`src/rtl/brf_pkg.sv`:
```
package brf_pkg;

    localparam logic [2:0] OP_WR_START = 3'd0;
    localparam logic [2:0] OP_WR_BYTE  = 3'd1;
    localparam logic [2:0] OP_READ     = 3'd2;
    localparam logic [2:0] OP_PEEK     = 3'd3;
    localparam logic [2:0] OP_FLUSH    = 3'd4;

    localparam logic [1:0] ST_OK     = 2'd0;
    localparam logic [1:0] ST_REJECT = 2'd1;
    localparam logic [1:0] ST_DROP   = 2'd2;

    // commands from the controller to the datapath
    typedef struct packed {
        logic resv;     // write start
        logic put;      // write byte
        logic clear;    // flush
        logic empty;    // read or peek that finds nothing
        logic load;     // read or peek with bytes to emit
        logic step;     // emit one byte of a burst
        logic consume;  // burst is a read, not a peek
    } t_cmd;

    typedef struct packed {
        logic none_avail;  // burst length works out to zero
        logic final_step;  // the step under way emits the last byte
    } t_stat;

endpackage

```
`src/rtl/brf_ctrl.sv`:
```
module brf_ctrl
    import brf_pkg::*;
(
    input  logic        i_clk,
    input  logic        i_rst_n,
    input  logic        i_start,
    input  logic [2:0]  i_opcode,
    input  t_stat       i_stat,
    output logic        o_busy,
    output t_cmd        o_cmd
);

    typedef enum logic {
        S_IDLE,
        S_BURST
    } t_state;

    t_state r_state;
    logic   r_is_read;
    logic   accept;
    logic   burst_op;

    assign accept   = i_start && (r_state == S_IDLE);
    assign burst_op = (i_opcode == OP_READ) || (i_opcode == OP_PEEK);

    always_comb begin
        o_cmd.resv    = accept && (i_opcode == OP_WR_START);
        o_cmd.put     = accept && (i_opcode == OP_WR_BYTE);
        o_cmd.clear   = accept && (i_opcode == OP_FLUSH);
        o_cmd.empty   = accept && burst_op && i_stat.none_avail;
        o_cmd.load    = accept && burst_op && !i_stat.none_avail;
        o_cmd.step    = (r_state == S_BURST);
        o_cmd.consume = r_is_read;
    end

    assign o_busy = (r_state == S_BURST);

    always_ff @(posedge i_clk) begin
        if (!i_rst_n) begin
            r_state   <= S_IDLE;
            r_is_read <= 1'b0;
        end else begin
            case (r_state)
                S_IDLE: begin
                    if (o_cmd.load) begin
                        r_state   <= S_BURST;
                        r_is_read <= (i_opcode == OP_READ);
                    end
                end
                S_BURST: begin
                    if (i_stat.final_step) begin
                        r_state <= S_IDLE;
                    end
                end
                default: begin
                    r_state <= S_IDLE;
                end
            endcase
        end
    end

endmodule

```
`src/rtl/brf_datapath.sv`:
```
module brf_datapath
    import brf_pkg::*;
#(
    parameter int DEPTH     = 256,
    parameter int MAX_BURST = 64
) (
    input  logic        i_clk,
    input  logic        i_rst_n,
    input  t_cmd        i_cmd,
    output t_stat       o_stat,
    input  logic [8:0]  i_count,
    input  logic [7:0]  i_data_byte,
    input  logic        i_cfg_we,
    input  logic [8:0]  i_cfg_data,
    output logic        o_valid,
    output logic [7:0]  o_out_byte,
    output logic        o_byte_valid,
    output logic        o_last,
    output logic [1:0]  o_status,
    output logic [8:0]  o_used_count,
    output logic [15:0] o_overrun_count
);

    localparam int AW = (DEPTH > 1) ? $clog2(DEPTH) : 1;
    localparam int PW = (AW > 9) ? AW : 9;
    localparam int BW = $clog2(MAX_BURST + 1);
    localparam logic [8:0] SIZE_MAX   = (DEPTH > 511) ? 9'd511 : 9'(DEPTH);
    localparam logic [8:0] RESET_SIZE = (DEPTH < 256) ? 9'(DEPTH) : 9'd256;
    localparam logic [8:0] BURST_CAP  = 9'(MAX_BURST);

    logic [7:0]    r_store [DEPTH];
    logic [7:0]    r_rdata;

    logic [8:0]    r_size,    n_size;
    logic [PW-1:0] r_head,    n_head;
    logic [PW-1:0] r_tail,    n_tail;
    logic [PW-1:0] r_pos,     n_pos;
    logic [8:0]    r_free,    n_free;
    logic [8:0]    r_pending, n_pending;
    logic [8:0]    r_used,    n_used;
    logic [15:0]   r_overrun, n_overrun;
    logic [BW-1:0] r_remain,  n_remain;
    logic          r_strobe,  n_strobe;
    logic          r_bvalid,  n_bvalid;
    logic          r_last,    n_last;
    logic [1:0]    r_status,  n_status;

    logic          wr_en;
    logic [8:0]    cfg_size;
    logic [8:0]    lim_used;
    logic [8:0]    lim;
    logic [PW-1:0] head_adv;
    logic [PW-1:0] pos_adv;

    function automatic logic [PW-1:0] advance(input logic [PW-1:0] idx,
                                              input logic [8:0]    size);
        logic [PW:0] nx;
        nx = {1'b0, idx} + (PW+1)'(1);
        if (nx >= {{(PW-8){1'b0}}, size}) begin
            nx = '0;
        end
        return nx[PW-1:0];
    endfunction

    // store size clamped to between one and what the memory holds
    always_comb begin
        if (i_cfg_data == 9'd0) begin
            cfg_size = 9'd1;
        end else if (32'(i_cfg_data) > DEPTH) begin
            cfg_size = SIZE_MAX;
        end else begin
            cfg_size = i_cfg_data;
        end
    end

    assign lim_used = (i_count < r_used) ? i_count : r_used;
    assign lim      = (lim_used > BURST_CAP) ? BURST_CAP : lim_used;
    assign head_adv = advance(r_head, r_size);
    assign pos_adv  = advance(r_pos, r_size);

    assign o_stat.none_avail = (lim == 9'd0);
    assign o_stat.final_step = (r_remain == BW'(1));

    always_comb begin
        n_size    = r_size;
        n_head    = r_head;
        n_tail    = r_tail;
        n_pos     = r_pos;
        n_free    = r_free;
        n_pending = r_pending;
        n_used    = r_used;
        n_overrun = r_overrun;
        n_remain  = r_remain;
        n_strobe  = 1'b0;
        n_bvalid  = 1'b0;
        n_last    = 1'b1;
        n_status  = ST_OK;
        wr_en     = 1'b0;
        if (i_cfg_we) begin
            n_size    = cfg_size;
            n_head    = '0;
            n_tail    = '0;
            n_free    = cfg_size;
            n_pending = '0;
            n_used    = '0;
            n_overrun = '0;
        end else if (i_cmd.resv) begin
            n_strobe = 1'b1;
            if (r_free < i_count) begin
                n_overrun = r_overrun + 16'd1;
                n_status  = ST_REJECT;
            end else begin
                n_free    = r_free - i_count;
                n_pending = r_pending + i_count;
            end
        end else if (i_cmd.put) begin
            n_strobe = 1'b1;
            if (r_pending == 9'd0) begin
                n_status = ST_DROP;
            end else begin
                wr_en     = 1'b1;
                n_head    = head_adv;
                n_pending = r_pending - 9'd1;
                n_used    = r_used + 9'd1;
            end
        end else if (i_cmd.clear) begin
            n_strobe  = 1'b1;
            n_head    = '0;
            n_tail    = '0;
            n_free    = r_size;
            n_pending = '0;
            n_used    = '0;
            n_overrun = '0;
        end else if (i_cmd.empty) begin
            n_strobe = 1'b1;
        end else if (i_cmd.load) begin
            n_pos    = r_tail;
            n_remain = lim[BW-1:0];
        end else if (i_cmd.step) begin
            n_strobe = 1'b1;
            n_bvalid = 1'b1;
            n_last   = o_stat.final_step;
            n_pos    = pos_adv;
            n_remain = r_remain - BW'(1);
            if (i_cmd.consume) begin
                n_tail = pos_adv;
                n_free = r_free + 9'd1;
                n_used = r_used - 9'd1;
            end
        end
    end

    always_ff @(posedge i_clk) begin
        if (!i_rst_n) begin
            r_size    <= RESET_SIZE;
            r_head    <= '0;
            r_tail    <= '0;
            r_pos     <= '0;
            r_free    <= RESET_SIZE;
            r_pending <= '0;
            r_used    <= '0;
            r_overrun <= '0;
            r_remain  <= '0;
            r_strobe  <= 1'b0;
        end else begin
            r_size    <= n_size;
            r_head    <= n_head;
            r_tail    <= n_tail;
            r_pos     <= n_pos;
            r_free    <= n_free;
            r_pending <= n_pending;
            r_used    <= n_used;
            r_overrun <= n_overrun;
            r_remain  <= n_remain;
            r_strobe  <= n_strobe;
        end
    end

    always_ff @(posedge i_clk) begin
        r_bvalid <= n_bvalid;
        r_last   <= n_last;
        r_status <= n_status;
    end

    // byte store, one write and one registered read port
    always_ff @(posedge i_clk) begin
        if (wr_en) begin
            r_store[r_head[AW-1:0]] <= i_data_byte;
        end
        if (i_cmd.step) begin
            r_rdata <= r_store[r_pos[AW-1:0]];
        end else begin
            r_rdata <= '0;
        end
    end

    assign o_valid         = r_strobe;
    assign o_out_byte      = r_rdata;
    assign o_byte_valid    = r_bvalid;
    assign o_last          = r_last;
    assign o_status        = r_status;
    assign o_used_count    = r_used;
    assign o_overrun_count = r_overrun;

endmodule

```
`src/rtl/byte_ring_fifo_with_overrun_unit.sv`:
```
// Byte ring FIFO with write reservations and a 16-bit overrun counter. Results come out
// on o_valid for exactly one cycle and cannot be held off, so the receiver must take every
// one. Write start, write byte and flush may follow one another back to back, with the
// result in the cycle after the transfer. A read or peek of n bytes (n = min(count,
// stored, MAX_BURST), at least one result) holds o_busy high through the burst after a
// setup step, the single read port of the byte store giving one byte a cycle. Opcodes
// 5 to 7 give no result. Writing the size register empties the FIFO and clears the
// overrun counter; it is to be written only while idle.
module byte_ring_fifo_with_overrun_unit
    import brf_pkg::*;
#(
    parameter int DEPTH     = 256,
    parameter int MAX_BURST = 64
) (
    input  logic        i_clk,
    input  logic        i_rst_n,
    input  logic        i_start,
    output logic        o_busy,
    input  logic [2:0]  i_opcode,
    input  logic [8:0]  i_count,
    input  logic [7:0]  i_data_byte,
    input  logic        i_cfg_we,
    input  logic [8:0]  i_cfg_data,
    output logic        o_valid,
    output logic [7:0]  o_out_byte,
    output logic        o_byte_valid,
    output logic        o_last,
    output logic [1:0]  o_status,
    output logic [8:0]  o_used_count,
    output logic [15:0] o_overrun_count
);

    t_cmd  cmd;
    t_stat stat;

    brf_ctrl u_ctrl (
        .i_clk    (i_clk),
        .i_rst_n  (i_rst_n),
        .i_start  (i_start),
        .i_opcode (i_opcode),
        .i_stat   (stat),
        .o_busy   (o_busy),
        .o_cmd    (cmd)
    );

    brf_datapath #(
        .DEPTH     (DEPTH),
        .MAX_BURST (MAX_BURST)
    ) u_datapath (
        .i_clk           (i_clk),
        .i_rst_n         (i_rst_n),
        .i_cmd           (cmd),
        .o_stat          (stat),
        .i_count         (i_count),
        .i_data_byte     (i_data_byte),
        .i_cfg_we        (i_cfg_we),
        .i_cfg_data      (i_cfg_data),
        .o_valid         (o_valid),
        .o_out_byte      (o_out_byte),
        .o_byte_valid    (o_byte_valid),
        .o_last          (o_last),
        .o_status        (o_status),
        .o_used_count    (o_used_count),
        .o_overrun_count (o_overrun_count)
    );

endmodule
```
`config.mk`:
```
export PLATFORM = sky130hd
export DESIGN_NAME = byte_ring_fifo_with_overrun_unit
export DESIGN_NICKNAME = d
export VERILOG_FILES = /design/src/rtl/brf_pkg.sv /design/src/rtl/brf_ctrl.sv /design/src/rtl/brf_datapath.sv /design/src/rtl/byte_ring_fifo_with_overrun_unit.sv
export SDC_FILE = /design/constraint.sdc
export NUM_CORES = 2
export LEC_CHECK = 0
export ABC_AREA = 0
export BUFFER_PORTS_ARGS = -buffer_cell sky130_fd_sc_hd__buf_2
export CAP_MARGIN = 5
export CELL_PAD_IN_SITES_DETAIL_PLACEMENT = 2
export CELL_PAD_IN_SITES_GLOBAL_PLACEMENT = 2
export CORE_ASPECT_RATIO = 0.9
export CORE_MARGIN = 2
export CORE_UTILIZATION = 37
export CTS_BUF_LIST = sky130_fd_sc_hd__clkbuf_16
export DETAILED_ROUTE_END_ITERATION = 8
export GPL_ROUTABILITY_DRIVEN = 1
export PLACE_DENSITY = 0.64
export SETUP_SLACK_MARGIN = 0.15
export SYNTH_ARGS = -nofsm -noshare
export SYNTH_HDL_FRONTEND = slang
export SYNTH_HIERARCHICAL = 1
export SYNTH_SLANG_ARGS = --single-unit
export TNS_END_PERCENT = 10
```
`constraint.sdc`:
```
create_clock -name i_clk -period 3.4 [get_ports i_clk]
set_input_delay 0.34 -clock i_clk [delete_from_list [all_inputs] [get_ports i_clk]]
set_output_delay 0.34 -clock i_clk [all_outputs]
set_load 0.1 [all_outputs]
```
---- After elaboration in Yosys (flattened, before gate mapping) ----
Memory sizes are Yosys's and may differ from the RTL's. A register that Yosys moved wholly into a read port is not among the register bits.
Cells that the tools add are included.
cells by class
  add/subtract/negate cells ............... 10
  multipliers ............................. 0
  divide/modulo/power cells ............... 0
  magnitude comparators ................... 6
  eq/ne operators ......................... 18
  shift operators ......................... 0
  muxes and demuxes ....................... 61
  bitwise logic cells ..................... 7
  reduce and logical (&&, ||, !) cells .... 35
operators by type and width
  cell                   count
  $mux 9                 36
  $mux 16                4
  $logic_not 9->1        3
  $reduce_and 6->1       4
  $add 9x1->10 const B   2
  $ge 10x9->1            2
  $add 9x1->9 const B    2
  $lt 9x9->1             2
  $sub 9x1->9 const B    2
  $add 16x1->16 const B  1
  $mux 1                 15
  $mux 7                 2
  $reduce_bool 2->1      5
  $add 9x9->9            1
  $gt 9x7->1 const B     1
  $gt 9x9->1 const B     1
  $reduce_and 3->1       3
  $reduce_bool 3->1      3
  $sub 9x9->9            1
  $ne 2x1->1 const B     4
  $ne 4x2->1 const B     2
  $reduce_bool 4->1      2
  $eq 7x1->1 const B     1
  $logic_and 1x1->1      7
  other kinds (18)       31
storage, ports and cells
  bits in registers ....................... 93
  latch bits .............................. 0
  bits in writable memories ............... 2,048
  ROM bits ................................ 0
  input bits .............................. 33
  output and inout port bits .............. 39
  word-level logic and storage cells ...... 153
  memories kept ........................... 1
memory list
  memory              depth  width  rd ports  clocked after memory_dff  wr ports  RTL line            RTL
  u_datapath.r_store  256    8      1         1                         1         brf_datapath.sv:31  logic [7:0] r_store [DEPTH];

---- Depth between registers and ports, before layout ----
  word-level depth ........................ 13
  mapped depth ............................ 17
  mapped depth without buffers ............ 15

---- Hierarchy ----
Netlist, hierarchy kept.
modules (own cells, without submodules)
  module        instances  cells an instance  area an instance (um^2)  seq. area each (um^2)
  brf_datapath  1          4,452              85,395.7                 63,480.9
  brf_ctrl      1          16                 162.7                    40.0

---- Least setup slack after synthesis ----
OpenSTA, ideal clock, no wires.
  path kind ............................... register to register
  start point ............................. reg u_datapath.r_used[1], in the netlist u_datapath/o_used_count[1]
  end point ............................... reg u_datapath.r_free[0]
  library setup time ...................... 0.116 ns
  data arrival time ....................... 3.938 ns
  required time ........................... 3.284 ns
  path slack .............................. -0.654 ns
  stages on the path, launching flop included .. 16
  path buffers ............................ 2
  period minus slack after synthesis ...... 4.054 ns
  cells stage by stage .................... dfxtp_1 > inv_1 > ha_1 > a2111oi_4 > o211ai_4 > clkbuf_1 > o41ai_1 > nor4b_4 > nor2b_1 > a31oi_1 > nor2_1 > nor2_1 > o21ai_2 > buf_2 > nand2_1 > o211a_1
RTL lines
  item                    RTL line             RTL
  from (decl)             brf_datapath.sv:40   logic [8:0] r_used, n_used;
  from (signal assigned)  brf_datapath.sv:172  r_used <= n_used;
  to (signal assigned)    brf_datapath.sv:170  r_free <= n_free;
  to (decl)               brf_datapath.sv:38   logic [8:0] r_free, n_free;

---- Worst setup path after layout ----
  start point ............................. reg u_datapath.r_pending[0]
  end point ............................... mem u_datapath.r_store[34][1] (enable)
between the ends
  cells in the longest elaborated chain, start to end .. 7
RTL lines
  item                          RTL line             RTL
  from (decl)                   brf_datapath.sv:39   logic [8:0] r_pending, n_pending;
  from (signal assigned)        brf_datapath.sv:171  r_pending <= n_pending;
  $logic_not 9->1               brf_datapath.sv:118  if (r_pending == 9'd0) begin
  $mux 1                        brf_datapath.sv:118
  $mux 1                        brf_datapath.sv:116  end else if (i_cmd.put) begin
  $mux 1                        brf_datapath.sv:107  end else if (i_cmd.resv) begin
  $mux 1                        brf_datapath.sv:99   if (i_cfg_we) begin
  $mux 1                        brf_datapath.sv:187  if (wr_en) begin
  $mux 1 (not written as such)  brf_datapath.sv:188  r_store[r_head[AW-1:0]] <= i_data_byte;
  to (decl)                     brf_datapath.sv:31
No other way between the ends.

==> results.yml <==
place:
  portBuffers: 71
  gp_congestion: 0.795
  dp.final_hpwl_um: 169000
  dp_slack_ps: -74.5
floorplanning:
  core_region_area_mm2: 0.230
  ioPinCount: 72
  start_util_pct: 37.2
  rows: 167
  die_h_um: 460
  die_w_um: 511
  die-area_mm2: 0.235
sta:
  rsz0062_at_grt: "true"
  holdWs_ps: 15.9
  maxSlewViolCount: 0
  period_minus_slack_ps: 3270
  setup_ws_ps: 132
  skew_ps: 32.9
  fin_tns_setup_ps: 0
  worst_pin_slew_ps: 1180
  slew_headroom_pct: 21.2
  setup_viol: 0
  finalHoldViolCount: 0
  fin_crit_sh_pct: 96.1
  max_freq_ghz: 0.306
worst_setup_path:
  crit_family: "simple AND/OR/NAND/NOR gates"
  required_ps: 3880
  cp_cell_sequence: "inv_1 > ha_1 > nor3b_2 > nor4b_4 > nor2_2 > nand2_1 > nor3_1 > buf_4 > nand2_1 > buf_12 > nor2_1"
  cp-start-kind: "flip-flop"
  cp-end-kind: "flip-flop"
  crit_cells: 11
  path_max_fanout: 16
  worst-r2r-cell-count: 11
  worst-setup-path-type: "flip-flop to flip-flop"
  worstPathArrival_ps: 3740
  cp_slowest_cell: "nor2_1"
  cp_common_cell: "nand2_1"
  path_buf_inv: 3
  critPathMaxStageDelay_ps: 630
routing:
  wl_per_cell_um: 33.1
  drc: 0
  drt_iter0_drc: 4652
  ant_nets: 0
  wirelength_um: 265000
  vias_per_cell: 5.81
  drt-pass1-iter-count: 6
  num_vias: 46535
logic_synthesis:
  synth_warnings: 6
  async_reset_ff_share_pct: 0
  mappedNetlistArea_mm2: 0.0856
  synth-seq-cells: 2149
  synth.net_count: 4558
  seq_area_frac_synth_pct: 74.2
  yosysUniqueCellTypes: 86
  synthFlopType: "edfxtp_1"
  synth_enable_flop_cells: 2048
  syn_inst: 4468
  postSynthAreaPerCell_um2: 19.1
cts:
  cts_setup_buffers: 0
  clock_sinks: 2149
  htreeDepth: 4
  clockRootBuffer: "clkbuf_16"
  cts_buffer_depth: 3
  path_clk_slew_ps: 60
  insertion_delay_ps: 860
  numCtsBuffers: 218
  cts_tree: "yes"
cells_and_area:
  fin_nets: 4875
  final_util_pct: 43.2
  drive_gt1_share_pct: 29.6
  fillers: 21220
  area_growth_syn_to_layout_pct: 16.1
  multi_input_area_mm2: 0.0215
  register_area_mm2: 0.0636
hold_path:
  worstHoldPathType: "primary input to flip-flop"
  whs_path_depth: 1
power:
  p_per_area_mw_per_mm2: 555
  totalPowerFinal_mw: 55.1
  ir_drop_uv: 514
  p_leak_nw: 30.3
grt:
  grt_util_all_layers_pct: 22.4
  grt_pass1_vias: 49364
  grt_pass1_wl_um: 379000
  overflow: 0
  antenna_found_initial: 10
  grt_max_degree: 121
outcome:
  status: "complete, no violations"
job:
  maxCapViolations: 0
worst register-to-register path, stage by stage, from the launching register on:
cell     delay, ps
dfxtp_1        370
inv_1          100
ha_1           230
nor3b_2        190
nor4b_4        160
nor2_2         120
nand2_1        260
nor3_1         240
buf_4          210
nand2_1        120
buf_12         220
nor2_1         640
power by group:
part	leakage (nW)	total [mW]	internal [mW]	switching, mW
logic	7.48	2.37	0.850	1.52
registers	19.2	29.0	29.0	0.0444
clock network	3.61	23.7	13.3	10.5
worst paths after layout:
path	slack [ps]	start	endpoint
min reg2reg	480	u_datapath/r_tail[6]	u_datapath/r_tail[6]
max reg2reg	130	u_datapath/r_pending[0]	u_datapath/r_store[34][1]
max	130	u_datapath/r_pending[0]	u_datapath/r_store[34][1]
min	20	i_data_byte[6]	u_datapath/r_store[6][6]
through the flow:
step | instance area [um2] | std cells
6_report | 99300 | 8015
5_1_grt | 99300 | 8015
4_1_cts | 98700 | 8013
3_5_place_dp | 91200 | 7590
3_3_place_gp | 91200 | 7590
2_1_floorplan | 85700 | 4468
area by class of cell:
class                   instances  share of cell area, %
well taps                    3042                   3.83
inverters                      50                  0.197
multi-input cells            2018                   21.6
diodes                          2                0.00504
repair buffers                348                   3.30
clock inverters               182                   1.40
clock buffers                 224                   5.65
flip-flops and latches       2149                   64.0
timing repair:
item,in CTS,in global routing
cloned,0,0
resized for setup,136,176
setup endpoints to repair,1301,1314
hold buffers,17,0
hold endpoints to repair,164,0
pin swaps,1,8
synth_stat cells, types with 14 or more instances:
cell type / n / area share, %
nand2_1: 126 / 0.55
o21a_1: 15 / 0.13
a211oi_1: 19 / 0.17
nand4_1: 37 / 0.27
mux4_2: 472 / 12
ha_1: 55 / 0.80
a22o_1: 23 / 0.24
a21oi_1: 75 / 0.44
buf_2: 64 / 0.37
nor3_1: 44 / 0.26
a21o_1: 14 / 0.12
nor2_1: 394 / 1.7
a22oi_1: 84 / 0.74
clkbuf_1: 91 / 0.40
xor2_1: 14 / 0.14
o21ai_0: 68 / 0.40
nor4_1: 31 / 0.23
buf_4: 42 / 0.37
o22ai_1: 85 / 0.62
nand3_1: 62 / 0.36
and3_1: 14 / 0.10
mux2i_1: 118 / 1.4
buf_1: 23 / 0.10
inv_1: 48 / 0.21
edfxtp_1: 2048 / 72
xnor2_1: 31 / 0.32
o221ai_1: 28 / 0.29
dfxtp_1: 101 / 2.4
buf_6: 30 / 0.39
nor2b_1: 30 / 0.22
metal layers:
metal	share of wire (%)	up-vias	global-route usage [%]	routed length (um)
li1	-	19005	-	-
met1	43	25583	31.6	115000
met2	48	1593	36.3	127000
met3	6.4	352	3.74	16900
met4	2.4	2	5.56	6260
met5	0.0049	-	0	13
registers in the layout, summed over array words and instances, names as in the netlist, 8 cells and up:
register / cells
u_datapath/r_store: 2048
u_datapath/o_used_count: 9
u_datapath/r_free: 9
u_datapath/r_pos: 9
u_datapath/r_tail: 9
u_datapath/o_overrun_count: 16
u_datapath/o_out_byte: 8
u_datapath/r_size: 9
u_datapath/r_pending: 9
u_datapath/r_head: 9
cells by family after synthesis:
logic type | after synthesis | synth area share (%)
xor gates and xnor gates | 45 | 0.461
muxes | 598 | 13.9
and+or+nand+nor | 804 | 4.36
AOI/OAI and AO/OA | 514 | 4.30
adders and majority gates | 57 | 0.851
buffers and inverters | 301 | 1.87
DFF | 2149 | 74.2
cell usage in the layout, fill, tap and decap left out, types with 9 or more instances in the layout:
cell type,instances
edfxtp_1,2048
mux4_2,472
clkbuf_16,224
nor2_2,214
buf_4,203
nor2_1,148
nand2_1,126
mux2i_1,118
dfxtp_1,86
inv_1,85
o22ai_1,85
a22oi_1,83
a21oi_1,74
o21ai_0,68
buf_2,63
nand3_1,61
clkinv_1,55
clkinv_2,50
ha_1,49
buf_12,46
nor3_1,43
nand4_1,37
nor2_4,33
xnor2_1,30
nor4_1,30
o221ai_1,28
nor2b_1,26
a22o_1,23
bufinv_16,18
dlygate4sd3_1,17
a211oi_1,16
o21a_1,15
a21o_1,14
and3_1,13
xor2_1,13
dfxtp_4,12
a221oi_1,11
nand2b_1,10
o211ai_1,10
a221oi_2,9
Note: power is estimated with default switching activity, not from simulation.
